[config.mk]
export PLATFORM = sky130hd
export DESIGN_NAME = usb_control_transaction_responder_unit_flat
export DESIGN_NICKNAME = d
export VERILOG_FILES = /design/src/rtl/core/usbcr_pkg.sv /design/src/rtl/core/usbcr_req_if.sv /design/src/rtl/core/usbcr_rsp_if.sv /design/src/rtl/core/usb_control_transaction_responder_unit.sv /design/src/rtl/core/usbcr_ctrl.sv /design/src/rtl/core/usbcr_datapath.sv /design/src/flat_wrapper.sv
export SDC_FILE = /design/constraint.sdc
export NUM_CORES = 1
export LEC_CHECK = 0
export BUFFER_PORTS_ARGS = -buffer_cell sky130_fd_sc_hd__buf_2
export CAP_MARGIN = 0
export CELL_PAD_IN_SITES_DETAIL_PLACEMENT = 0
export CELL_PAD_IN_SITES_GLOBAL_PLACEMENT = 1
export CORE_MARGIN = 4
export CORE_UTILIZATION = 57
export CTS_BUF_LIST = sky130_fd_sc_hd__clkbuf_8
export CTS_CLUSTER_DIAMETER = 60
export DETAILED_ROUTE_END_ITERATION = 12
export PLACE_DENSITY = 0.9
export SLEW_MARGIN = 20
export SYNTH_ARGS = -nofsm -noshare
export SYNTH_HDL_FRONTEND = slang
export SYNTH_HIERARCHICAL = 1
export SYNTH_SLANG_ARGS = --single-unit
[constraint.sdc]
create_clock -name clk_i -period 6.6 [get_ports clk_i]
set_clock_uncertainty 0.1 [all_clocks]
set_input_delay 0.66 -clock clk_i [delete_from_list [all_inputs] [get_ports clk_i]]
set_output_delay 0.66 -clock clk_i [all_outputs]
set_load 0.01 [all_outputs]
[src/rtl/core/usbcr_pkg.sv]
`timescale 1ns / 1ps
// ----------------------------------------------------------------------------
// USB control responder package
// Shared types, codes and default sizes for the low-speed control responder.
// ----------------------------------------------------------------------------
package usbcr_pkg;

  // Default sizes handed to the top level parameters.
  localparam int unsigned ENDPOINT_COUNT_DEF = 4;
  localparam int unsigned DESC_ENTRIES_DEF   = 16;

  // Largest data payload of one low-speed packet, in bytes.
  localparam int unsigned MAX_PACKET = 8;

  // Standard request codes and the direction bit of bmRequestType.
  localparam logic [7:0]  REQ_SET_ADDRESS    = 8'h05;
  localparam logic [7:0]  REQ_GET_DESCRIPTOR = 8'h06;
  localparam int unsigned REQ_DIR_BIT        = 7;

  // Kind of bus event carried by one input item.
  typedef enum logic [2:0] {
    FUNC_SETUP = 3'd0,
    FUNC_IN    = 3'd1,
    FUNC_OUT   = 3'd2,
    FUNC_DATA  = 3'd3,
    FUNC_ACK   = 3'd4,
    FUNC_LOAD  = 3'd5
  } func_e;

  // Packet the device answers with.
  typedef enum logic [1:0] {
    PID_DATA0 = 2'd0,
    PID_DATA1 = 2'd1,
    PID_NAK   = 2'd2,
    PID_ACK   = 2'd3
  } pid_e;

  // Controller states.
  typedef enum logic {
    ST_IDLE   = 1'b0,
    ST_SEARCH = 1'b1
  } state_e;

  // One input item.
  typedef struct packed {
    logic [2:0]  func;
    logic [6:0]  device_address;
    logic [3:0]  endpoint;
    logic        data_toggle;
    logic [7:0]  request_type;
    logic [7:0]  request_code;
    logic [15:0] request_value;
    logic [15:0] request_index;
    logic [15:0] request_length;
    logic [3:0]  desc_slot;
  } req_t;

  // One result item.
  typedef struct packed {
    logic [1:0]  response_pid;
    logic [3:0]  payload_length;
    logic [3:0]  descriptor_select;
    logic [15:0] byte_offset;
  } rsp_t;

  // One descriptor table entry.
  typedef struct packed {
    logic [15:0] value;
    logic [15:0] index;
    logic [15:0] length;
  } desc_entry_t;

  // Commands from the controller to the datapath.
  typedef struct packed {
    logic take_item;
    logic search_run;
  } cmd_t;

  // Status from the datapath to the controller.
  typedef struct packed {
    logic has_result;
    logic starts_search;
    logic search_done;
  } status_t;

endpackage

[src/rtl/core/usbcr_req_if.sv]
`timescale 1ns / 1ps
// ----------------------------------------------------------------------------
// USB control responder request channel
// Valid/ready channel that carries one decoded bus event per item.
// ----------------------------------------------------------------------------
interface usbcr_req_if;
  logic        valid;
  logic        ready;
  logic [2:0]  func;
  logic [6:0]  device_address;
  logic [3:0]  endpoint;
  logic        data_toggle;
  logic [7:0]  request_type;
  logic [7:0]  request_code;
  logic [15:0] request_value;
  logic [15:0] request_index;
  logic [15:0] request_length;
  logic [3:0]  desc_slot;

  modport source (
    output valid, func, device_address, endpoint, data_toggle, request_type,
           request_code, request_value, request_index, request_length, desc_slot,
    input  ready
  );

  modport sink (
    input  valid, func, device_address, endpoint, data_toggle, request_type,
           request_code, request_value, request_index, request_length, desc_slot,
    output ready
  );
endinterface

[src/rtl/core/usbcr_rsp_if.sv]
`timescale 1ns / 1ps
// ----------------------------------------------------------------------------
// USB control responder response channel
// Valid/ready channel that carries one packet to send per item.
// ----------------------------------------------------------------------------
interface usbcr_rsp_if;
  logic        valid;
  logic        ready;
  logic [1:0]  response_pid;
  logic [3:0]  payload_length;
  logic [3:0]  descriptor_select;
  logic [15:0] byte_offset;

  modport source (
    output valid, response_pid, payload_length, descriptor_select, byte_offset,
    input  ready
  );

  modport sink (
    input  valid, response_pid, payload_length, descriptor_select, byte_offset,
    output ready
  );
endinterface

[src/rtl/core/usb_control_transaction_responder_unit.sv]
`timescale 1ns / 1ps
// ----------------------------------------------------------------------------
// USB control transaction responder
// Low-speed control endpoint responder working on decoded bus events.
// ----------------------------------------------------------------------------
// Usage:
// Request items on req_i carry one decoded event each: a SETUP, IN or OUT
// token, a DATA packet, an ACK handshake, or a descriptor table load.
// Response items on rsp_o give the packet to send: ACK for every DATA item,
// DATA0/DATA1 with descriptor slot, byte offset and length for IN tokens on
// endpoint zero, and NAK for IN tokens on other endpoints.
// The result is registered and is valid in the cycle after its item is taken.
// Throughput: one item per cycle, except that a Get Descriptor setup packet
// runs the table search over the descriptor memory port, one entry a cycle;
// the input then stays closed until the search matches an entry or has
// compared the last entry without a match.
// A single output register holds the result; while the receiver stalls,
// no new item is taken until that result leaves.
// Reset clears all device and endpoint state; the descriptor table keeps
// whatever it holds and must be loaded before Get Descriptor is used.
// ----------------------------------------------------------------------------
module usb_control_transaction_responder_unit #(
  parameter int unsigned ENDPOINT_COUNT = usbcr_pkg::ENDPOINT_COUNT_DEF,
  parameter int unsigned DESC_ENTRIES   = usbcr_pkg::DESC_ENTRIES_DEF
) (
  input  logic        clk_i,
  input  logic        rst_ni,
  usbcr_req_if.sink   req_i,
  usbcr_rsp_if.source rsp_o
);

  usbcr_pkg::req_t    req;
  usbcr_pkg::rsp_t    rsp;
  usbcr_pkg::cmd_t    cmd;
  usbcr_pkg::status_t status;

  // Gather the request payload.
  always_comb begin
    req.func           = req_i.func;
    req.device_address = req_i.device_address;
    req.endpoint       = req_i.endpoint;
    req.data_toggle    = req_i.data_toggle;
    req.request_type   = req_i.request_type;
    req.request_code   = req_i.request_code;
    req.request_value  = req_i.request_value;
    req.request_index  = req_i.request_index;
    req.request_length = req_i.request_length;
    req.desc_slot      = req_i.desc_slot;
  end

  usbcr_ctrl u_ctrl (
    .clk_i       (clk_i),
    .rst_ni      (rst_ni),
    .in_valid_i  (req_i.valid),
    .in_ready_o  (req_i.ready),
    .out_valid_o (rsp_o.valid),
    .out_ready_i (rsp_o.ready),
    .status_i    (status),
    .cmd_o       (cmd)
  );

  usbcr_datapath #(
    .ENDPOINT_COUNT (ENDPOINT_COUNT),
    .DESC_ENTRIES   (DESC_ENTRIES)
  ) u_datapath (
    .clk_i    (clk_i),
    .rst_ni   (rst_ni),
    .req_i    (req),
    .cmd_i    (cmd),
    .status_o (status),
    .rsp_o    (rsp)
  );

  // Drive the response payload.
  assign rsp_o.response_pid      = rsp.response_pid;
  assign rsp_o.payload_length    = rsp.payload_length;
  assign rsp_o.descriptor_select = rsp.descriptor_select;
  assign rsp_o.byte_offset       = rsp.byte_offset;

endmodule

[src/rtl/core/usbcr_ctrl.sv]
`timescale 1ns / 1ps
// ----------------------------------------------------------------------------
// USB control responder controller
// Sequences item intake, the descriptor table search and the output register.
// ----------------------------------------------------------------------------
module usbcr_ctrl (
  input  logic               clk_i,
  input  logic               rst_ni,
  input  logic               in_valid_i,
  output logic               in_ready_o,
  output logic               out_valid_o,
  input  logic               out_ready_i,
  input  usbcr_pkg::status_t status_i,
  output usbcr_pkg::cmd_t    cmd_o
);

  usbcr_pkg::state_e state_q, state_d;
  logic              out_valid_q, out_valid_d;
  logic              take;

  // Items are taken only when idle and the output register is free or draining.
  always_comb begin
    in_ready_o       = (state_q == usbcr_pkg::ST_IDLE) && (!out_valid_q || out_ready_i);
    take             = in_valid_i && in_ready_o;
    cmd_o.take_item  = take;
    cmd_o.search_run = (state_q == usbcr_pkg::ST_SEARCH);
  end

  // Next state: a Get Descriptor request runs the table search.
  always_comb begin
    state_d = state_q;
    case (state_q)
      usbcr_pkg::ST_IDLE: begin
        if (take && status_i.starts_search) begin
          state_d = usbcr_pkg::ST_SEARCH;
        end
      end
      usbcr_pkg::ST_SEARCH: begin
        if (status_i.search_done) begin
          state_d = usbcr_pkg::ST_IDLE;
        end
      end
      default: state_d = usbcr_pkg::ST_IDLE;
    endcase
  end

  // The output register is full from a loading item until the sink takes it.
  always_comb begin
    if (take && status_i.has_result) begin
      out_valid_d = 1'b1;
    end else if (out_ready_i) begin
      out_valid_d = 1'b0;
    end else begin
      out_valid_d = out_valid_q;
    end
  end

  assign out_valid_o = out_valid_q;

  always_ff @(posedge clk_i or negedge rst_ni) begin
    if (!rst_ni) begin
      state_q     <= usbcr_pkg::ST_IDLE;
      out_valid_q <= 1'b0;
    end else begin
      state_q     <= state_d;
      out_valid_q <= out_valid_d;
    end
  end

endmodule

[src/rtl/core/usbcr_datapath.sv]
`timescale 1ns / 1ps
// ----------------------------------------------------------------------------
// USB control responder datapath
// Device and endpoint state, descriptor table memory, search and result.
// ----------------------------------------------------------------------------
module usbcr_datapath #(
  parameter int unsigned ENDPOINT_COUNT = usbcr_pkg::ENDPOINT_COUNT_DEF,
  parameter int unsigned DESC_ENTRIES   = usbcr_pkg::DESC_ENTRIES_DEF
) (
  input  logic               clk_i,
  input  logic               rst_ni,
  input  usbcr_pkg::req_t    req_i,
  input  usbcr_pkg::cmd_t    cmd_i,
  output usbcr_pkg::status_t status_o,
  output usbcr_pkg::rsp_t    rsp_o
);

  localparam int unsigned EW = (ENDPOINT_COUNT > 1) ? $clog2(ENDPOINT_COUNT) : 1;
  localparam int unsigned AW = (DESC_ENTRIES > 1) ? $clog2(DESC_ENTRIES) : 1;
  localparam logic [AW-1:0] LAST_ADDR = AW'(DESC_ENTRIES - 1);

  // Device state.
  logic [6:0]  own_addr_q, own_addr_d;
  logic [EW-1:0] active_ep_q, active_ep_d;
  logic        setup_pend_q, setup_pend_d;
  logic [15:0] ctl_len_q, ctl_len_d;

  // Per-endpoint state.
  logic        tog_out_q [ENDPOINT_COUNT];
  logic        tog_out_d [ENDPOINT_COUNT];
  logic        tog_in_q  [ENDPOINT_COUNT];
  logic        tog_in_d  [ENDPOINT_COUNT];
  logic [12:0] pkt_cnt_q [ENDPOINT_COUNT];
  logic [12:0] pkt_cnt_d [ENDPOINT_COUNT];
  logic        sending_q [ENDPOINT_COUNT];
  logic        sending_d [ENDPOINT_COUNT];
  logic [3:0]  chosen_q  [ENDPOINT_COUNT];
  logic [3:0]  chosen_d  [ENDPOINT_COUNT];

  // Descriptor table and search pipeline.
  usbcr_pkg::desc_entry_t desc_mem [DESC_ENTRIES];
  usbcr_pkg::desc_entry_t rd_q;
  logic [AW-1:0] scan_addr_q;
  logic [AW-1:0] rd_idx_q;
  logic          rd_vld_q;
  logic [15:0]   key_value_q, key_index_q, key_length_q;
  logic [EW-1:0] key_ep_q;

  // Result register.
  usbcr_pkg::rsp_t rsp_q, rsp_d;

  logic          tok_ok;
  logic [EW-1:0] ep_idx;
  logic [EW-1:0] cur;
  logic          load_ok;
  logic          rd_match;
  logic [15:0]   found_len;
  logic [15:0]   in_off;
  logic [15:0]   in_rem;
  logic          is_get_desc;

  assign ep_idx = EW'(req_i.endpoint);
  assign cur    = active_ep_q;

  // A token counts when it names an existing endpoint of this device.
  assign tok_ok = (32'(req_i.endpoint) < ENDPOINT_COUNT) &&
                  ((req_i.device_address == 7'd0) || (req_i.device_address == own_addr_q));

  assign load_ok = (32'(req_i.desc_slot) < DESC_ENTRIES);

  // A setup packet that will be decoded as Get Descriptor starts a search.
  assign is_get_desc = (tog_out_q[cur] == req_i.data_toggle) && setup_pend_q &&
                       req_i.request_type[usbcr_pkg::REQ_DIR_BIT] &&
                       (req_i.request_code == usbcr_pkg::REQ_GET_DESCRIPTOR);

  // Search compare on the registered table read.
  assign rd_match  = (rd_q.index == key_index_q) && (rd_q.value == key_value_q);
  assign found_len = (key_length_q < rd_q.length) ? key_length_q : rd_q.length;

  always_comb begin
    status_o.has_result    = ((req_i.func == usbcr_pkg::FUNC_IN) && tok_ok) ||
                             (req_i.func == usbcr_pkg::FUNC_DATA);
    status_o.starts_search = (req_i.func == usbcr_pkg::FUNC_DATA) && is_get_desc;
    status_o.search_done   = rd_vld_q && (rd_match || (rd_idx_q == LAST_ADDR));
  end

  // Data packet for endpoint zero: the next slice of the chosen descriptor.
  assign in_off = {pkt_cnt_q[0], 3'b000};
  assign in_rem = ctl_len_q - in_off;

  always_comb begin
    rsp_d = '0;
    if (req_i.func == usbcr_pkg::FUNC_DATA) begin
      rsp_d.response_pid = usbcr_pkg::PID_ACK;
    end else if (ep_idx != '0 || req_i.endpoint != 4'd0) begin
      rsp_d.response_pid = usbcr_pkg::PID_NAK;
    end else begin
      rsp_d.response_pid = tog_in_q[0] ? usbcr_pkg::PID_DATA1 : usbcr_pkg::PID_DATA0;
      if (sending_q[0]) begin
        rsp_d.byte_offset       = in_off;
        rsp_d.descriptor_select = chosen_q[0];
        if (ctl_len_q > in_off) begin
          if (in_rem > 16'(usbcr_pkg::MAX_PACKET)) begin
            rsp_d.payload_length = 4'(usbcr_pkg::MAX_PACKET);
          end else begin
            rsp_d.payload_length = in_rem[3:0];
          end
        end
      end
    end
  end

  // Next state of the device and endpoint registers.
  always_comb begin
    own_addr_d   = own_addr_q;
    active_ep_d  = active_ep_q;
    setup_pend_d = setup_pend_q;
    ctl_len_d    = ctl_len_q;
    for (int i = 0; i < ENDPOINT_COUNT; i++) begin
      tog_out_d[i] = tog_out_q[i];
      tog_in_d[i]  = tog_in_q[i];
      pkt_cnt_d[i] = pkt_cnt_q[i];
      sending_d[i] = sending_q[i];
      chosen_d[i]  = chosen_q[i];
    end

    if (cmd_i.take_item) begin
      case (req_i.func)
        usbcr_pkg::FUNC_SETUP: begin
          if (tok_ok) begin
            active_ep_d       = ep_idx;
            tog_out_d[ep_idx] = 1'b0;
            tog_in_d[ep_idx]  = 1'b1;
            pkt_cnt_d[ep_idx] = '0;
            setup_pend_d      = 1'b1;
          end
        end
        usbcr_pkg::FUNC_IN: begin
          if (tok_ok) begin
            active_ep_d = ep_idx;
          end
        end
        usbcr_pkg::FUNC_OUT: begin
          if (tok_ok) begin
            active_ep_d       = ep_idx;
            pkt_cnt_d[ep_idx] = '0;
          end
        end
        usbcr_pkg::FUNC_DATA: begin
          if (tog_out_q[cur] == req_i.data_toggle) begin
            tog_out_d[cur] = ~req_i.data_toggle;
            if (setup_pend_q) begin
              setup_pend_d   = 1'b0;
              pkt_cnt_d[cur] = '0;
              sending_d[cur] = 1'b0;
              chosen_d[cur]  = '0;
              // Set Address applies at once; Get Descriptor goes to the search.
              if (!req_i.request_type[usbcr_pkg::REQ_DIR_BIT] &&
                  (req_i.request_type == 8'd0) &&
                  (req_i.request_code == usbcr_pkg::REQ_SET_ADDRESS)) begin
                own_addr_d = req_i.request_value[6:0];
              end
            end
          end
        end
        usbcr_pkg::FUNC_ACK: begin
          tog_in_d[cur]  = ~tog_in_q[cur];
          pkt_cnt_d[cur] = pkt_cnt_q[cur] + 13'd1;
        end
        default: begin
        end
      endcase
    end

    // A search hit selects the descriptor and clips the control length.
    if (cmd_i.search_run && rd_vld_q && rd_match) begin
      chosen_d[key_ep_q]  = 4'(rd_idx_q);
      sending_d[key_ep_q] = 1'b1;
      ctl_len_d           = found_len;
    end
  end

  always_ff @(posedge clk_i or negedge rst_ni) begin
    if (!rst_ni) begin
      own_addr_q   <= '0;
      active_ep_q  <= '0;
      setup_pend_q <= 1'b0;
      ctl_len_q    <= '0;
      for (int i = 0; i < ENDPOINT_COUNT; i++) begin
        tog_out_q[i] <= 1'b0;
        tog_in_q[i]  <= 1'b0;
        pkt_cnt_q[i] <= '0;
        sending_q[i] <= 1'b0;
        chosen_q[i]  <= '0;
      end
    end else begin
      own_addr_q   <= own_addr_d;
      active_ep_q  <= active_ep_d;
      setup_pend_q <= setup_pend_d;
      ctl_len_q    <= ctl_len_d;
      for (int i = 0; i < ENDPOINT_COUNT; i++) begin
        tog_out_q[i] <= tog_out_d[i];
        tog_in_q[i]  <= tog_in_d[i];
        pkt_cnt_q[i] <= pkt_cnt_d[i];
        sending_q[i] <= sending_d[i];
        chosen_q[i]  <= chosen_d[i];
      end
    end
  end

  // Search control: one table read per cycle, compared in the next cycle.
  always_ff @(posedge clk_i or negedge rst_ni) begin
    if (!rst_ni) begin
      rd_vld_q    <= 1'b0;
      scan_addr_q <= '0;
    end else begin
      rd_vld_q <= cmd_i.search_run && !status_o.search_done;
      if (cmd_i.take_item) begin
        scan_addr_q <= '0;
      end else if (cmd_i.search_run && (scan_addr_q != LAST_ADDR)) begin
        scan_addr_q <= scan_addr_q + AW'(1);
      end
    end
  end

  // Search key, captured with the setup packet.
  always_ff @(posedge clk_i) begin
    if (cmd_i.take_item && status_o.starts_search) begin
      key_value_q  <= req_i.request_value;
      key_index_q  <= req_i.request_index;
      key_length_q <= req_i.request_length;
      key_ep_q     <= cur;
    end
  end

  // Descriptor table memory: written by load items, read by the search.
  always_ff @(posedge clk_i) begin
    if (cmd_i.take_item && (req_i.func == usbcr_pkg::FUNC_LOAD) && load_ok) begin
      desc_mem[AW'(req_i.desc_slot)] <= '{value:  req_i.request_value,
                                          index:  req_i.request_index,
                                          length: req_i.request_length};
    end
  end

  always_ff @(posedge clk_i) begin
    rd_q     <= desc_mem[scan_addr_q];
    rd_idx_q <= scan_addr_q;
  end

  // Result register, loaded by every item that answers.
  always_ff @(posedge clk_i) begin
    if (cmd_i.take_item && status_o.has_result) begin
      rsp_q <= rsp_d;
    end
  end

  assign rsp_o = rsp_q;

endmodule

[src/flat_wrapper.sv]
// flat-port wrapper written by rule: the top's interface ports become plain ports
module usb_control_transaction_responder_unit_flat 
#(
  parameter int unsigned ENDPOINT_COUNT = usbcr_pkg::ENDPOINT_COUNT_DEF,
  parameter int unsigned DESC_ENTRIES   = usbcr_pkg::DESC_ENTRIES_DEF
)
  (clk_i, rst_ni, req_i_valid, req_i_func, req_i_device_address, req_i_endpoint, req_i_data_toggle, req_i_request_type, req_i_request_code, req_i_request_value, req_i_request_index, req_i_request_length, req_i_desc_slot, req_i_ready, rsp_o_valid, rsp_o_response_pid, rsp_o_payload_length, rsp_o_descriptor_select, rsp_o_byte_offset, rsp_o_ready);
  usbcr_req_if req_i_i ();
  usbcr_rsp_if rsp_o_i ();
  input  logic clk_i;
  input  logic rst_ni;
  input wire logic [$bits(req_i_i.valid)-1:0] req_i_valid;
  input wire logic [$bits(req_i_i.func)-1:0] req_i_func;
  input wire logic [$bits(req_i_i.device_address)-1:0] req_i_device_address;
  input wire logic [$bits(req_i_i.endpoint)-1:0] req_i_endpoint;
  input wire logic [$bits(req_i_i.data_toggle)-1:0] req_i_data_toggle;
  input wire logic [$bits(req_i_i.request_type)-1:0] req_i_request_type;
  input wire logic [$bits(req_i_i.request_code)-1:0] req_i_request_code;
  input wire logic [$bits(req_i_i.request_value)-1:0] req_i_request_value;
  input wire logic [$bits(req_i_i.request_index)-1:0] req_i_request_index;
  input wire logic [$bits(req_i_i.request_length)-1:0] req_i_request_length;
  input wire logic [$bits(req_i_i.desc_slot)-1:0] req_i_desc_slot;
  output wire logic [$bits(req_i_i.ready)-1:0] req_i_ready;
  output wire logic [$bits(rsp_o_i.valid)-1:0] rsp_o_valid;
  output wire logic [$bits(rsp_o_i.response_pid)-1:0] rsp_o_response_pid;
  output wire logic [$bits(rsp_o_i.payload_length)-1:0] rsp_o_payload_length;
  output wire logic [$bits(rsp_o_i.descriptor_select)-1:0] rsp_o_descriptor_select;
  output wire logic [$bits(rsp_o_i.byte_offset)-1:0] rsp_o_byte_offset;
  input wire logic [$bits(rsp_o_i.ready)-1:0] rsp_o_ready;
  assign req_i_i.valid = req_i_valid;
  assign req_i_i.func = req_i_func;
  assign req_i_i.device_address = req_i_device_address;
  assign req_i_i.endpoint = req_i_endpoint;
  assign req_i_i.data_toggle = req_i_data_toggle;
  assign req_i_i.request_type = req_i_request_type;
  assign req_i_i.request_code = req_i_request_code;
  assign req_i_i.request_value = req_i_request_value;
  assign req_i_i.request_index = req_i_request_index;
  assign req_i_i.request_length = req_i_request_length;
  assign req_i_i.desc_slot = req_i_desc_slot;
  assign req_i_ready = req_i_i.ready;
  assign rsp_o_valid = rsp_o_i.valid;
  assign rsp_o_response_pid = rsp_o_i.response_pid;
  assign rsp_o_payload_length = rsp_o_i.payload_length;
  assign rsp_o_descriptor_select = rsp_o_i.descriptor_select;
  assign rsp_o_byte_offset = rsp_o_i.byte_offset;
  assign rsp_o_i.ready = rsp_o_ready;
  usb_control_transaction_responder_unit #(.ENDPOINT_COUNT(ENDPOINT_COUNT), .DESC_ENTRIES(DESC_ENTRIES)) u_core (.clk_i(clk_i), .rst_ni(rst_ni), .req_i(req_i_i), .rsp_o(rsp_o_i));
endmodule
**After elaboration in Yosys (flattened, before gate mapping)**

Memory sizes are Yosys's and may differ from the RTL's. A register that Yosys moved wholly into a read port is not among the register bits.
Index checks and enable logic that the tools add are counted.

- Bits in registers: 193
- Input bits: 87
- Output and inout port bits: 28
- Memory bits (writable): 768
- Memories: 1
- Word-level logic and storage cells: 204

Memories:

| name | words | bits a word | read ports | clocked after memory_dff | wr ports | line | RTL |
|---|---|---|---|---|---|---|---|
| u_core.u_datapath.desc_mem | 16 | 48 | 1 | 1 | 1 | usbcr_datapath.sv:41 | `usbcr_pkg::desc_entry_t desc_mem [DESC_ENTRIES];` |

- Magnitude comparators: 10
- Multiplexer cells: 62
- Add/subtract/negate cells: 3
- Eq/ne operators: 17
- Bitwise gates (word level): 20
- Reduce and logical (&&, ||, !) cells: 51

Operators with widths:

| cell | number |
|---|---|
| 2-to-1 mux 52 bit | 3 |
| case mux 52 bit (3 select lines) | 1 |
| bitwise AND 52 bit | 2 |
| inverter 52 bit | 2 |
| 2-to-1 mux 16 bit | 6 |
| bitwise mux 52 bit | 1 |
| demux 13 bit (select 2 bit) | 2 |
| 2-to-1 mux 13 bit | 4 |
| 2-to-1 mux 4 bit | 13 |
| == test 16 bit | 2 |
| binary-select mux 13 bit (select 2 bit) | 1 |
| logical AND 1 bit | 22 |
| 2-to-1 mux 1 bit | 17 |
| bitwise AND 16 bit | 1 |
| bitwise mux 16 bit | 1 |
| demux 4 bit (select 2 bit) | 2 |
| == test 8 x 3 -> 1 bit, second input constant | 2 |
| greater-than comparator 16 bit | 1 |
| greater-than comparator 16 x 4 -> 1 bit, second input constant | 1 |
| < comparator 16 bit | 1 |
| inverter 16 bit | 1 |
| case mux 4 bit (2 select lines) | 2 |
| subtractor 16 bit | 1 |
| adder 13 x 1 -> 13 bit, second input constant | 1 |
| 37 further kinds | 73 |

**Logic depth before layout (Yosys ltp)**

- Depth after elaboration: 13
- Gate-level depth with buffers: 10

**Hierarchy**

Netlist, hierarchy kept.

Modules (own cells, without submodules):

| module | cells an instance | times used | area an instance (um^2) |
|---|---|---|---|
| usbcr_datapath | 1888 | 1 | 38444.4 |
| usbcr_ctrl | 12 | 1 | 123.9 |

**Worst setup path before layout**

OpenSTA, ideal clock, no wires.

- Path kind: input port to flip-flop
- From: input port rsp_o_ready
- To: memory u_core/u_datapath/desc_mem[0][0] (netlist bit) (enable)
- Buffers on the path: 1
- Setup slack: 1073 ps
- Stages: 8
- Data arrival time: 4914 ps
- Cells stage by stage: nor2b_4 nor3b_1 buf_4 nand2_1 nor3b_1 nor2b_1 nand2b_1 nor3_1

- Word-level cells in the longest chain between the ends: 6

RTL lines:

| item | line | RTL |
|---|---|---|
| start: declaration | flat_wrapper.sv:29 | `input wire logic [$bits(rsp_o_i.ready)-1:0] rsp_o_ready;` |
| logical OR 1 bit | usbcr_ctrl.sv:23 | `in_ready_o = (state_q == usbcr_pkg::ST_IDLE) && (!out_valid_q \|\| out_ready_i);` |
| logical AND 1 bit | usbcr_ctrl.sv:23 |  |
| logical AND 1 bit | usbcr_ctrl.sv:24 | `take = in_valid_i && in_ready_o;` |
| via u_core.u_ctrl.take | usbcr_ctrl.sv:19 | `logic take;` |
| logical AND 1 bit | usbcr_datapath.sv:238 | `if (cmd_i.take_item && (req_i.func == usbcr_pkg::FUNC_LOAD) && load_ok) begin` |
| 2-to-1 mux 1 bit | usbcr_datapath.sv:238 |  |
| 2-to-1 mux 1 bit (implied by the code) | usbcr_datapath.sv:239 | `desc_mem[AW'(req_i.desc_slot)] <= '{value: req_i.request_value,` |
| end: declaration | usbcr_datapath.sv:41 |  |

The timed path passes the listed nets, and every way through them passes these cells.

==> impl_metrics.csv <==
group,metric,value,unit
global_route,grt_pass1_wl,127500,um
logic_synthesis,async_flop_share,9.340,%
sta,fin_setup_tns,0,ns
hold_path,min_path_type,"in -> reg",
die,start_util,57.43,%
die,io_pins,115,
global_route,grt.total_usage,24.01,%
worst_setup_path,cp_cell_sequence,"mux4_2 -> xnor2_2 -> and3_1 -> nand4b_1 -> nor3_1 -> and2_2 -> buf_4",
die,core,0.06716,mm^2
sta,finalMaxSlewViolations,0,
place,routabilityCongestion,0.8177,
global_route,antenna_found_initial,3,
logic_synthesis,synth_top_area_share,65.48,%
layout,areaGrowthSynthToFinish,11.73,%
cts,clock_sinks,985,
die,rows,95,
worst_setup_path,worst_ep_arrival_time,4.34,ns
worst_setup_path,reg2reg_depth,7,
drt,drt-wirelength-per-cell,26.96,um
cts,max-clock-path-buffers,3,
power_and_ir_drop,power,15080,uW
sta,tightest_slew,1.090,ns
worst_setup_path,cpPeakStageDelay,0.93,ns
place,dpl_worst_slack,2.286,ns
sta,relSlewSlack,27.16,%
global_route,grt_pass1_vias,20240,
worst_setup_path,crit_type,"reg -> reg",
die,die-width,268.1,um
worst_setup_path,start_kind,"flip-flop",
logic_synthesis,syn_area,0.03857,mm^2
drt,dr_total_vias,19560,
drt,drcViolationCount,0,
place,io_buffers,111,
cts,cts_root_buf,"clkbuf_8",
worst_setup_path,path_buf_inv,1,
logic_synthesis,synth-seq-area-share,74.15,%
logic_synthesis,synthFlopType,"edfxtp_1",
logic_synthesis,yosys_warnings,6,
sta,timing.final.crit_share,60.74,%
power_and_ir_drop,p_leak,0.01441,uW
logic_synthesis,synth_cells,1900,
logic_synthesis,yosys-top-cells-area,"edfxtp_1, mux4_2, dfrtp_1",
hold_path,min_path_cells,3,
global_route,grt_max_degree,112,
worst_setup_path,required,6.93,ns
logic_synthesis,ys_seq_elements,985,
drt,vias_per_cell,6.298,
layout,nFillCells,4201,
sta,clock.fmax,0.2494,GHz
cts,cts_resized,0,
sta,finalSetupViolCount,0,
cts,clk_pin_slew_worst_paths,0.06,ns
die,dieArea,0.07189,mm^2
power_and_ir_drop,power.density,349.9,mW/mm^2
drt,detail_route.first_pass.iterations,5,
worst_setup_path,crit_slowest_cell,"dfrtp_1",
logic_synthesis,synth.distinct_cells,74,
drt,drt_iter0_markers,2276,
sta,setup_ws,2.591,ns
cts,cts_tree,"built",
global_route,overflow,0,
sta,final-hold-violation-count,0,
worst_setup_path,path_delay_family,"simple AND/OR/NAND/NOR gates",
logic_synthesis,synth-edff-count,841,
power_and_ir_drop,max-vdd-ir-drop,260.2,uV
cts,clk_latency,0.80,ns
logic_synthesis,synth_top_area_cell,"edfxtp_1",
logic_synthesis,syn_area_per_cell,20.30,um^2
worst_setup_path,cp_max_fo,26,
place,hpwlAfterDp,49790,um
layout,nNetsFinal,2223,
run,maxCapViolations,0,
worst_setup_path,cp-end-kind,"flip-flop",
layout,drive_above_1_share,28.34,%
run_status,status,"completed",
drt,routed_wl,83700,um
die,die_y,268.1,um
cts,htreeDepth,4,
sta,rsz0062_at_grt,"false",
cts,numCtsBuffers,153,
worst_setup_path,path_depth,7,
cts,cts_setup_buffers,0,
sta,period_needed,4.009,ns
drt,ant_nets,0,
-- placed cells by master, fill, tap and decap left out, types with 7 or more instances in the layout --
cell type and instances:
o211ai_1 19, clkbuf_8 162, buf_4 26, mux2_2 10, o21ai_0 14, nand2_1 61
and3_1 7, edfxtp_1 841, nand3_1 20, o21a_1 7, dfxtp_1 52, dfrtp_1 87
nor4_1 14, nand4_1 8, nand2b_1 28, clkinv_1 21, xnor2_1 15, nor3_1 25
ha_1 30, and2_1 8, o2111ai_1 19, nor2_1 38, inv_1 109, xor2_1 38
clkinv_2 13, nor2_4 13, buf_2 110, mux4_2 250, o2bb2ai_1 44, a21oi_1 18
-- area by class of cell --
class | instances | area [um^2] | share of cell area [%]
Clock inverter | 118 | 609.3 | 1.414
Inverter | 40 | 150.1 | 0.3484
Antenna cell | 2 | 5.005 | 0.01161
Timing Repair Buffer | 143 | 863.3 | 2.003
Clock buffer | 162 | 2230 | 5.174
Multi-Input combinational cell | 782 | 9530 | 22.12
Tap cell | 873 | 1092 | 2.535
Sequential cell | 985 | 28610 | 66.40
-- registers in the layout, summed over array words and instances (netlist names), 7 cells and up --
signal / count
u_core/u_datapath/ctl_len_q: 16
u_core/u_datapath/desc_mem: 768
u_core/u_datapath/in_off: 13
u_core/u_datapath/key_index_q: 16
u_core/u_datapath/key_length_q: 16
u_core/u_datapath/key_value_q: 16
u_core/u_datapath/own_addr_q: 7
u_core/u_datapath/pkt_cnt_q: 36
u_core/u_datapath/rd_q: 48
u_core/u_datapath/rsp_o: 23
-- cell usage after synthesis (all sizes together) (4+ instances only) --
library cell and number:
o211ai 19, and3 7, ha 30, nand3b 4
and2 10, o21ai 14, xnor2 16, nand3 20
mux4 253, buf 33, dfrtp 92, nand2b 28
o31ai 5, nor2 51, o2bb2ai 44, nor3 30
o21a 7, clkbuf 62, o41ai 5, or3 4
o2111ai 19, nand4 10, xor2 38, dfxtp 52
nor3b 6, a21oi 18, a31o 4, inv 40
nand2 61, nor2b 6, nor4 14, edfxtp 841
a211oi 4, a22o 5, mux2 10
-- repair_timing --
item,CTS,global route
hold buffers,3,0
setup endpoints to repair,0,0
hold endpoints to repair,51,0
-- power breakdown --
part	internal, uW	switching, uW	leakage, uW
sequential	6990	292	0.00923
clock	2340	2310	0.00171
combinational	1630	1510	0.00347
-- worst register-to-register path, stage by stage (launching register included) --
cell and delay, ns:
dfrtp_1 0.93, mux4_2 0.45, xnor2_2 0.21, and3_1 0.22, nand4b_1 0.18, nor3_1 0.30
and2_2 0.74, buf_4 0.52
-- routing by layer --
layer | track usage, % | routed length, um
met1 | 32.30 | 32100
met2 | 40.47 | 43400
met3 | 4.587 | 6118
met4 | 7.783 | 2074
met5 | 0 | 0
-- stage by stage --
step | hold slack [ns] | cells | utilization [%] | instance area [um^2]
detailed placement | 0.3701 | 2820 | 59.88 | 40210
floorplan | 0.2454 | 1902 | - | 38580
CTS | 0.03706 | 3103 | 64.15 | 43080
global route | 0.06583 | 3103 | 64.16 | 43090
global placement | 0.3638 | 2819 | 59.84 | 40190
finish | 0.09987 | 3105 | 64.16 | 43090
-- path summary, 6_finish.rpt --
check,startpoint,to,slack [ns]
max,u_core/u_datapath/active_ep_q[1]$_DFFE_PN0P_,u_core/u_datapath/key_index_q[6]$_DFFE_PP_,2.59
min,rsp_o_ready,u_core/u_ctrl/out_valid_o$_DFFE_PN0P_,0.1
max reg2reg,u_core/u_datapath/active_ep_q[1]$_DFFE_PN0P_,u_core/u_datapath/key_index_q[6]$_DFFE_PP_,2.59
min reg2reg,u_core/u_datapath/rd_q[10]$_DFF_P_,u_core/u_datapath/ctl_len_q[10]$_DFFE_PN0P_,0.37
max in group asynchronous,rst_ni,u_core/u_datapath/scan_addr_q[0]$_DFFE_PN0P_,4.97
min in group asynchronous,rst_ni,u_core/u_datapath/pkt_cnt_q[17]$_DFFE_PN0P_,0.31
-- kinds of logic after synthesis --
logic type      synth area share [%]
compound gates                 3.533
xor+xnor                       1.246
fa+ha+maj                      1.025
buf+inv                        1.483
flops                          74.15
mux                            15.09
other cells                 0.009723
simple gates                   3.461
No activity file was read; power rests on OpenSTA's default activity.
